**src/c_comment_blanker_defines.svh**
```systemverilog
// Assertion macros used by the comment blanker queue.
`ifndef C_COMMENT_BLANKER_DEFINES_SVH
`define C_COMMENT_BLANKER_DEFINES_SVH

`ifndef SYNTH
// Check a property every clock edge outside reset.
`define CCB_ASSERT(lbl, prop) \
	lbl: assert property (@(posedge clk) disable iff (!arst_n) (prop)) \
		else $error("ccb assertion failed");
// Check that cond in one cycle implies cons in the next.
`define CCB_ASSERT_NEXT(lbl, cond, cons) \
	lbl: assert property (@(posedge clk) disable iff (!arst_n) (cond) |=> (cons)) \
		else $error("ccb assertion failed");
`else
`define CCB_ASSERT(lbl, prop)
`define CCB_ASSERT_NEXT(lbl, cond, cons)
`endif

`endif

```
**src/ccb_pkg.sv**
```systemverilog
// Types, constants and the classify function of the comment blanker.
package ccb_pkg;

	localparam int CODE_W = 21;

	localparam logic [CODE_W-1:0] CH_BSLASH = CODE_W'('h5C);
	localparam logic [CODE_W-1:0] CH_NL     = CODE_W'('h0A);
	localparam logic [CODE_W-1:0] CH_STAR   = CODE_W'('h2A);
	localparam logic [CODE_W-1:0] CH_SLASH  = CODE_W'('h2F);
	localparam logic [CODE_W-1:0] CH_SPACE  = CODE_W'('h20);

	// Queue depth, a power of two
	localparam int QDEPTH = 4;
	localparam int QPTR_W = $clog2(QDEPTH);
	localparam int QCNT_W = $clog2(QDEPTH + 1);

	typedef enum logic [2:0] {
		M_NORMAL      = 3'd0,
		M_LINE        = 3'd1,
		M_LINE_CONT   = 3'd2,
		M_BLOCK       = 3'd3,
		M_BEGIN_LINE  = 3'd4,
		M_BEGIN_BLOCK = 3'd5,
		M_END_BLOCK   = 3'd6
	} mode_t;

	typedef struct packed {
		logic [CODE_W-1:0] code;
		mode_t             mode;
	} judge_t;

	// One queue entry: up to two output characters; the second one ends the text
	typedef struct packed {
		logic              first_valid;
		logic [CODE_W-1:0] first_code;
		logic              has_last;
		logic [CODE_W-1:0] last_code;
	} entry_t;

	typedef struct packed {
		logic   valid;
		entry_t entry;
	} push_t;

	function automatic judge_t judge(mode_t mode, logic [CODE_W-1:0] ch,
			logic [CODE_W-1:0] nx, logic has_nx);
		judge_t r;
		r.code = ch;
		r.mode = mode;
		unique case (mode)
			M_LINE: begin
				if (ch == CH_BSLASH) begin
					if (has_nx) begin
						r.code = CH_SPACE;
						if (nx == CH_NL) r.mode = M_LINE_CONT;
					end
				end else if (ch == CH_NL) begin
					r.mode = M_NORMAL;
				end else begin
					r.code = CH_SPACE;
				end
			end
			M_LINE_CONT: begin
				r.mode = M_LINE;
			end
			M_BLOCK: begin
				if (ch == CH_STAR) begin
					r.code = CH_SPACE;
					if (has_nx && nx == CH_SLASH) r.mode = M_END_BLOCK;
				end else if (ch != CH_NL) begin
					r.code = CH_SPACE;
				end
			end
			M_BEGIN_LINE: begin
				r.mode = M_LINE;
				r.code = CH_SPACE;
			end
			M_BEGIN_BLOCK: begin
				r.mode = M_BLOCK;
				r.code = CH_SPACE;
			end
			M_END_BLOCK: begin
				r.mode = M_NORMAL;
				r.code = CH_SPACE;
			end
			default: begin
				// normal text, and the unused encoding
				r.mode = M_NORMAL;
				if (has_nx && ch == CH_SLASH) begin
					if (nx == CH_SLASH) begin
						r.mode = M_BEGIN_LINE;
						r.code = CH_SPACE;
					end else if (nx == CH_STAR) begin
						r.mode = M_BEGIN_BLOCK;
						r.code = CH_SPACE;
					end
				end
			end
		endcase
		return r;
	endfunction

endpackage

```
**src/ccb_in_if.sv**
```systemverilog
// Input character channel: valid/ready with code point and end-of-text mark.
interface ccb_in_if;
	logic                      valid;
	logic                      ready;
	logic [ccb_pkg::CODE_W-1:0] char_code;
	logic                      end_of_text;

	modport source (output valid, output char_code, output end_of_text, input ready);
	modport sink (input valid, input char_code, input end_of_text, output ready);
endinterface

```
**src/ccb_out_if.sv**
```systemverilog
// Output character channel: valid/ready with blanked code point and final mark.
interface ccb_out_if;
	logic                      valid;
	logic                      ready;
	logic [ccb_pkg::CODE_W-1:0] out_code;
	logic                      final_flag;

	modport source (output valid, output out_code, output final_flag, input ready);
	modport sink (input valid, input out_code, input final_flag, output ready);
endinterface

```
**src/ccb_front.sv**
```systemverilog
// Front end: accepts characters, tracks comment mode and classifies them.
module ccb_front (
	input  logic             clk,
	input  logic             arst_n,
	ccb_in_if.sink           chars,
	input  logic             full,
	output ccb_pkg::push_t   push
);

	ccb_pkg::mode_t              mode_q;
	logic [ccb_pkg::CODE_W-1:0]  held_q;
	logic                        held_valid_q;
	logic                        accept;
	ccb_pkg::judge_t             j_held;
	ccb_pkg::judge_t             j_last;
	ccb_pkg::mode_t              mode_mid;

	assign chars.ready = !full;
	assign accept      = chars.valid && chars.ready;

	always_comb begin
		j_held   = ccb_pkg::judge(mode_q, held_q, chars.char_code, 1'b1);
		mode_mid = held_valid_q ? j_held.mode : mode_q;
		j_last   = ccb_pkg::judge(mode_mid, chars.char_code, '0, 1'b0);

		push.valid             = accept && (held_valid_q || chars.end_of_text);
		push.entry.first_valid = held_valid_q;
		push.entry.first_code  = j_held.code;
		push.entry.has_last    = chars.end_of_text;
		push.entry.last_code   = j_last.code;
	end

	always_ff @(posedge clk or negedge arst_n) begin
		if (!arst_n) begin
			mode_q       <= ccb_pkg::M_NORMAL;
			held_valid_q <= 1'b0;
			held_q       <= '0;
		end else if (accept) begin
			if (chars.end_of_text) begin
				// flush: back to normal text, nothing held
				mode_q       <= ccb_pkg::M_NORMAL;
				held_valid_q <= 1'b0;
				held_q       <= '0;
			end else begin
				mode_q       <= mode_mid;
				held_valid_q <= 1'b1;
				held_q       <= chars.char_code;
			end
		end
	end

endmodule

```
**src/ccb_queue.sv**
```systemverilog
// Small FIFO of classified entries between front and back end.
`include "c_comment_blanker_defines.svh"

module ccb_queue (
	input  logic            clk,
	input  logic            arst_n,
	input  ccb_pkg::push_t  push,
	input  logic            pop,
	output logic            full,
	output logic            empty,
	output ccb_pkg::entry_t head
);

	ccb_pkg::entry_t                 mem [ccb_pkg::QDEPTH];
	logic [ccb_pkg::QPTR_W-1:0]      wr_ptr_q;
	logic [ccb_pkg::QPTR_W-1:0]      rd_ptr_q;
	logic [ccb_pkg::QCNT_W-1:0]      count_q;

	assign full  = count_q == ccb_pkg::QCNT_W'(ccb_pkg::QDEPTH);
	assign empty = count_q == '0;
	assign head  = mem[rd_ptr_q];

	always_ff @(posedge clk) begin
		if (push.valid) mem[wr_ptr_q] <= push.entry;
	end

	always_ff @(posedge clk or negedge arst_n) begin
		if (!arst_n) begin
			wr_ptr_q <= '0;
			rd_ptr_q <= '0;
			count_q  <= '0;
		end else begin
			if (push.valid) wr_ptr_q <= wr_ptr_q + 1'b1;
			if (pop)        rd_ptr_q <= rd_ptr_q + 1'b1;
			unique case ({push.valid, pop})
				2'b10:   count_q <= count_q + 1'b1;
				2'b01:   count_q <= count_q - 1'b1;
				default: count_q <= count_q;
			endcase
		end
	end

	`CCB_ASSERT(a_no_push_full, !(push.valid && full))
	`CCB_ASSERT(a_no_pop_empty, !(pop && empty))
	`CCB_ASSERT(a_count_range, count_q <= ccb_pkg::QCNT_W'(ccb_pkg::QDEPTH))
	`CCB_ASSERT_NEXT(a_push_lands, push.valid && !pop, !empty)

endmodule

```
**src/ccb_back.sv**
```systemverilog
// Back end: sends each queued entry out as one or two characters.
module ccb_back (
	input  logic            clk,
	input  logic            arst_n,
	input  logic            empty,
	input  ccb_pkg::entry_t head,
	output logic            pop,
	ccb_out_if.source       blanked
);

	logic second_q;
	logic show_first;
	logic accept;

	assign show_first         = head.first_valid && !second_q;
	assign blanked.valid      = !empty;
	assign blanked.out_code   = show_first ? head.first_code : head.last_code;
	assign blanked.final_flag = !show_first;
	assign accept             = blanked.valid && blanked.ready;
	assign pop                = accept && (!show_first || !head.has_last);

	always_ff @(posedge clk or negedge arst_n) begin
		if (!arst_n) begin
			second_q <= 1'b0;
		end else if (accept) begin
			second_q <= !pop;
		end
	end

endmodule

```
**src/c_comment_blanker.sv**
```systemverilog
// Top level of the C comment blanker: front end, queue and back end.
//
// Channel   Modport  Payload                      Transaction
// chars     sink     char_code[20:0], end_of_text valid && ready
// blanked   source   out_code[20:0], final_flag   valid && ready
//
// One character per cycle sustained while blanked.ready stays high: the
// front end classifies a transaction in the cycle it is accepted; the back
// end sends one character per cycle. A transaction marked end_of_text yields
// up to two characters, sent in turn; the four-entry queue absorbs that.
// First output appears the cycle after the second character is accepted
// (one character of lookahead is held), or after an end_of_text transaction.
// Reset (arst_n low) clears mode, held character and queue at once.
// Output stalls fill the queue; chars.ready drops only when it is full.
module c_comment_blanker (
	input  logic      clk,
	input  logic      arst_n,
	ccb_in_if.sink    chars,
	ccb_out_if.source blanked
);

	ccb_pkg::push_t  push;
	ccb_pkg::entry_t head;
	logic            full;
	logic            empty;
	logic            pop;

	// Hold one pending character and judge it against the next one
	ccb_front u_front (
		.clk    (clk),
		.arst_n (arst_n),
		.chars  (chars),
		.full   (full),
		.push   (push)
	);

	// Decouple classification from output stalls
	ccb_queue u_queue (
		.clk    (clk),
		.arst_n (arst_n),
		.push   (push),
		.pop    (pop),
		.full   (full),
		.empty  (empty),
		.head   (head)
	);

	// Advance through each entry, one character per transaction
	ccb_back u_back (
		.clk     (clk),
		.arst_n  (arst_n),
		.empty   (empty),
		.head    (head),
		.pop     (pop),
		.blanked (blanked)
	);

endmodule
```
**src/flat_wrapper.sv**
```systemverilog
// flat-port wrapper written by rule: the top's interface ports become plain ports
module c_comment_blanker_flat 
  (clk, arst_n, chars_valid, chars_char_code, chars_end_of_text, chars_ready, blanked_valid, blanked_out_code, blanked_final_flag, blanked_ready);
  ccb_in_if chars_i ();
  ccb_out_if blanked_i ();
  input  logic clk;
  input  logic arst_n;
  input wire logic [$bits(chars_i.valid)-1:0] chars_valid;
  input wire logic [$bits(chars_i.char_code)-1:0] chars_char_code;
  input wire logic [$bits(chars_i.end_of_text)-1:0] chars_end_of_text;
  output wire logic [$bits(chars_i.ready)-1:0] chars_ready;
  output wire logic [$bits(blanked_i.valid)-1:0] blanked_valid;
  output wire logic [$bits(blanked_i.out_code)-1:0] blanked_out_code;
  output wire logic [$bits(blanked_i.final_flag)-1:0] blanked_final_flag;
  input wire logic [$bits(blanked_i.ready)-1:0] blanked_ready;
  assign chars_i.valid = chars_valid;
  assign chars_i.char_code = chars_char_code;
  assign chars_i.end_of_text = chars_end_of_text;
  assign chars_ready = chars_i.ready;
  assign blanked_valid = blanked_i.valid;
  assign blanked_out_code = blanked_i.out_code;
  assign blanked_final_flag = blanked_i.final_flag;
  assign blanked_i.ready = blanked_ready;
  c_comment_blanker u_core (.clk(clk), .arst_n(arst_n), .chars(chars_i), .blanked(blanked_i));
endmodule
```
**config.mk**
```make
export PLATFORM = sky130hd
export DESIGN_NAME = c_comment_blanker_flat
export DESIGN_NICKNAME = d
export VERILOG_FILES = /design/src/ccb_pkg.sv /design/src/ccb_in_if.sv /design/src/ccb_out_if.sv /design/src/ccb_front.sv /design/src/ccb_queue.sv /design/src/ccb_back.sv /design/src/c_comment_blanker.sv /design/src/flat_wrapper.sv
export VERILOG_INCLUDE_DIRS = /design/src /design/src/src
export SDC_FILE = /design/constraint.sdc
export NUM_CORES = 1
export LEC_CHECK = 0
export BUFFER_PORTS_ARGS = -buffer_cell sky130_fd_sc_hd__buf_4
export CAP_MARGIN = 20
export CORE_ASPECT_RATIO = 0.75
export CORE_UTILIZATION = 65
export CTS_BUF_LIST = sky130_fd_sc_hd__clkbuf_4 sky130_fd_sc_hd__clkbuf_8
export DETAILED_ROUTE_END_ITERATION = 12
export PLACE_DENSITY = 0.84
export SETUP_SLACK_MARGIN = 0.05
export SYNTH_ARGS = -nofsm -noshare
export SYNTH_HDL_FRONTEND = slang
export SYNTH_HIERARCHICAL = 1
export SYNTH_SLANG_ARGS = --single-unit
```
**constraint.sdc**
```tcl
create_clock -name clk -period 7.12 [get_ports clk]
set_input_delay 0 -clock clk [delete_from_list [all_inputs] [get_ports clk]]
set_output_delay 0 -clock clk [all_outputs]
set_load 0.01 [all_outputs]
```
* Word-level counts from Yosys, hierarchy flattened
Memory sizes are Yosys's and may differ from the RTL's. Index checks and enable logic that the tools add are counted.
Storage, ports and cells: register bits 33, RAM bits 176, input bits 26, output and inout port bits 24, logic and storage cells 81, memories kept 1
Operators by class: add/subtract/negate cells 4, equal/unequal tests 24, multiplexer cells 27, reductions and logical operators 18
Memories:
- u_core.u_queue.mem | words 4, bits a word 44, read ports 1, clocked after memory_dff 0, wr ports 1, line ccb_queue.sv:14 | ccb_pkg::entry_t mem [ccb_pkg::QDEPTH];
Operators by type and width (number):
- $mux W21 | 8
- $mux W24 | 5
- $eq A21 B6 Y1 const B | 4
- $pmux W21 S4 | 1
- $pmux W21 S3 | 1
- $eq A21 B4 Y1 const B | 2
- $eq A21 B7 Y1 const B | 2
- $ne A21 B4 Y1 const B | 2
- $eq A3 B3 Y1 const B | 7
- $mux W3 | 7
- $pmux W3 S5 | 1
- $eq A3 B2 Y1 const B | 3
- $eq A3 B1 Y1 const B | 2
- $logic_not A1 Y1 | 6
- $pmux W3 S2 | 1
- $reduce_or A3 Y1 | 2
- $logic_and A1 B1 Y1 | 5
- $add A2 B1 Y2 const B | 2
- $add A3 B1 Y3 const B | 1
- $logic_not A3 Y1 | 1
- $mux W1 | 3
- $sub A3 B1 Y3 const B | 1
- $eq A2 B1 Y1 const B | 1
- $eq A2 B2 Y1 const B | 1
- other kinds (3) | 4

* Depth between registers and ports, before layout
depth in word-level cells 9, gate-level depth with buffers 13, mapped depth without buffers 12

* By module
Netlist, hierarchy kept.
Modules (own cells, without submodules):
- ccb_queue | times used 1, cells an instance 267, area an instance 6809.0 um^2, seq. area each 5460.2 um^2
- ccb_front | times used 1, cells an instance 249, area an instance 1978.1 um^2, seq. area each 625.6 um^2
- ccb_back | times used 1, cells an instance 31, area an instance 429.2 um^2, seq. area each 25.0 um^2

* Worst setup path after synthesis
OpenSTA, ideal clock, no wires.
kind register to register, start register u_core/u_queue/count_q[1] (netlist name), end memory u_core/u_queue/mem[0][0] (netlist name) (enable), setup time 406 ps, arrival time 2390 ps, required time 6714 ps, setup slack 4324 ps, stages on the path, launching flop included 8, path buffers 1, clock period less this slack 2796 ps, cell sequence dfrtp_1 -> inv_1 -> and3_1 -> inv_1 -> nand2_1 -> clkbuf_1 -> nor2_1 -> and2_1
RTL lines:
- start, declared | line ccb_queue.sv:17 | logic [ccb_pkg::QCNT_W-1:0] count_q;
- start signal, assigned | line ccb_queue.sv:36 | 2'b10: count_q <= count_q + 1'b1;
- start signal, assigned | line ccb_queue.sv:37 | 2'b01: count_q <= count_q - 1'b1;
- start signal, assigned | line ccb_queue.sv:38 | default: count_q <= count_q;
- end, declared | line ccb_queue.sv:14

==> summary.md <==
| Metric | Value |
|---|---|
| Reg clk slew, reported paths | `0.07 ns` |
| Clock Skew | `0.0235 ns` |
| Detailed Routing Iterations Pass 1 | `7` |
| Relative slew slack | `0.417` |
| Synth top area share | `0.573` |
| Area of the multi-input gates | `2850 um2` |
| DIE HEIGHT | `105 um` |
| Post-synth ARST share | `0.158` |
| WP data required | `7.51 ns` |
| Count of different cell masters after synthesis | `62` |
| HP Class | `in -> reg` |
| Post-DP HPWL | `11800 um` |
| Synth warnings | `6` |
| Seq pwr share | `0.406` |
| Gate Count Post-Synth | `547` |
| MaxCap Viol Count | `0` |
| EDFF count, synth | `between 150 and 200` |
| Final Critical Period | `3.56 ns` |
| Area Growth Syn to Fin | `17.1%` |
| Sw Ratio | `0.318` |
| Sw power | `about 1.5 mW` |
| P_int | `3.12 mW` |
| Placement Rows | `37` |
| Final setup fails | `0` |
| Worst Hold Margin | `0.0699 ns` |
| Post-layout util | `0.782` |
| Hold Startpoint | `chars_valid` |
| GR Util met2 | `0.468` |
| # diodes | `0` |
| Initial Util | `0.668` |
| Tot Pwr | `approximately 4.6 mW` |
| Drt total wl | `20000 um` |
| Global routing usage on met3 | `0.0642` |
| Sequential cell area | `6110 um2` |
| Sequential element share of the synthesized area | `0.663` |
| GRT Overall Usage | `0.289` |
| Core area | `roughly 14000 um2` |
| Met1 Track Usage GR | `0.401` |
| Full die area | `about 15000 um2` |
| Clock tree from TritonCTS | `yes` |
| Critical R2R Launch | `u_core/u_front/held_q[11]` |
| Clock power frac | `0.229` |
| Clk root buf | `clkbuf_8` |
| IO buf count | `~50` |
| CTS Sinks | `209` |
| CTS H-Tree Depth | `1` |
| Fin. Hold Viols | `0` |
| Maximum root-to-sink buffer count | `3` |
| First-pass GRT wire length | `31300 um` |
| Yosys top cell by area | `edfxtp_1` |
| GR peak layer | `met2` |
| Wire per inst | `roughly 23 um` |
| Cts repair resizes | `0` |
| DR iter-0 viols | `574` |
| Unrepaired setup endpoints after global routing | `no` |
| Gate power share | `0.365` |
| Critical path arrival | `3.96 ns` |
| Drt drc | `0` |
| Area post-placement | `9660 um2` |
| Routability congestion estimate | `0.940` |
| Skew-Pair Late Insertion Delay | `0.56 ns` |
| Post-layout instance area | `10800 um2` |
| CTS Buf Count | `31` |
| Max-slew violation count | `0` |
| Setup bufs post-CTS | `0` |
| TNS Setup | `0 ns` |
| Post-CTS Hold Buffers | `44` |
| Setup Crit Path Kind | `reg -> reg` |
| Initial antenna violation count | `0` |
| Top Ports | `50` |
| Number of global-route vias before repair | `5666` |
| Fmax | `approximately 280 MHz` |
| Leakage | `3.96 nW` |
| Worst-margin pin slew | `0.874 ns` |
| Filler instances | `743` |
| CP max FO | `14` |
| FF+latch count, synth | `around 210` |
| Via density | `6.28` |
| Outcome | `finished clean` |
| Critical path origin | `u_core/u_front/held_q[11]` |
| Tcrit/Tclk final | `0.501` |
| Cell area power density | `424 nW/um2` |
| Share of cells above drive strength 1 | `0.275` |
| Net count, final | `686` |
| Via count | `5359` |
| Area contributors post-synth | `edfxtp_1 (57%), mux4_2 (9.3%), dfrtp_1 (9.0%)` |
| Global route overflow | `0` |
| Remaining antenna violation count | `0` |
| Syn Std Cell Area | `9220 um2` |
| CP endpoint kind | `flop` |
| Crit start category | `flop` |
| VDD IR max | `approximately 250 uV` |
| Dominant synthesized flop cell | `edfxtp_1` |
| Syn_nets | `579` |
| Avg Inst Size Synth | `16.8 um2` |
| Largest net degree at the start of global routing | `50` |
| Die Width | `139 um` |
-- logic make-up (layout without fill, tap and decap cells) --
| logic type | count (synthesis) | count (layout) | share of synthesized area |
|---|---|---|---|
| XOR/XNOR | 6 | 6 | 0.00570 |
| AO/OA/AOI/OAI | 59 | 59 | 0.0415 |
| multiplexers | 66 | 66 | 0.146 |
| buffers and inverters | 37 | 169 | 0.0288 |
| AND/OR/NAND/NOR | 164 | 164 | 0.106 |
| adder cells (fa/ha/maj) | 6 | 6 | 0.00896 |
| flip-flops | 209 | 209 | 0.663 |
-- area by class of cell --
cell class,instances,area share
sequential,209,0.566
clock inverter,22,0.0195
timing repair buffer,101,0.0825
clock buffer,36,0.0442
inverter,10,0.00348
multi-input combinational,301,0.264
tap,175,0.0203
-- through the flow --
step	instances	setup slack [ns]
2_1_floorplan	547	4.32
3_3_place_gp	751	3.98
3_5_place_dp	752	3.73
4_1_cts	854	3.67
5_1_grt	854	3.20
6_report	854	3.56
-- critical path, cell delays in order (launching register included) --
cell and delay, ns:
dfrtp_1 0.42, nor4_1 0.70, nand4_1 0.27, or4_1 0.53, o21a_1 0.24, or3b_4 0.44
mux2i_4 0.50, and2_1 0.29
-- path summary, 6_finish.rpt --
check / cells past startpoint / slack (ns) / to
max: 7 / 3.56 / u_core/u_queue/mem[1][18]
min: 5 / 0.07 / u_core/u_front/held_q[18]
max reg2reg: 7 / 3.56 / u_core/u_queue/mem[1][18]
min reg2reg: 2 / 0.50 / u_core/u_front/held_q[18]
max in group asynchronous: 4 / 6.43 / u_core/u_front/mode_q[0]
min in group asynchronous: 4 / 0.50 / u_core/u_front/held_q[12]
-- layout by cell type, fill, tap and decap left out, drive strengths merged, types with 26 or more instances in the layout --
cell / instances
and2: 42
buf: 58
clkbuf: 36
dfrtp: 33
dlygate4sd3: 43
edfxtp: 176
mux4: 44
nand2: 34
nand2b: 26
o21ai: 27
-- power groups by stage --
stage	combinational [mW]	clock, mW	sequential (mW)
floorplan	1.25	0	1.78
global placement	1.55	0	1.88
detailed placement	1.64	0	1.87
CTS	1.67	1.06	1.85
global route	1.79	1.11	1.88
finish	1.67	1.05	1.86
-- layer usage --
metal  vias up  routed length, um
met5         -                  0
met4         0                331
met2       252               9940
met1      2732               8170
li1       2337                  -
met3        38               1600
-- registers in the layout, summed over array words and instances (netlist names) --
| name | flops |
|---|---|
| u_core/u_back/second_q | 1 |
| u_core/u_front/held_q | 21 |
| u_core/u_front/held_valid_q | 1 |
| u_core/u_front/mode_q | 3 |
| u_core/u_queue/count_q | 3 |
| u_core/u_queue/mem | 176 |
| u_core/u_queue/rd_ptr_q | 2 |
| u_core/u_queue/wr_ptr_q | 2 |
-- synth_stat cells (all sizes together), types with 2 or more instances --
library cell,number
clkbuf,11
a2bb2oi,2
a31oi,2
ha,5
o21a,4
o21ai,27
nand3,3
a21oi,4
and4b,2
and4bb,2
dfrtp,33
nand3b,3
nor4,5
inv,10
o211a,2
mux2,21
buf,16
nand2,34
edfxtp,176
a21o,6
mux4,44
or3b,2
nand2b,26
nor2,15
and2,42
o22ai,2
nor4b,2
xnor2,2
nor3b,6
a22o,3
xor2,4
and3,6
nand4,6
nor3,6
Power figures use the tool's default switching activity.
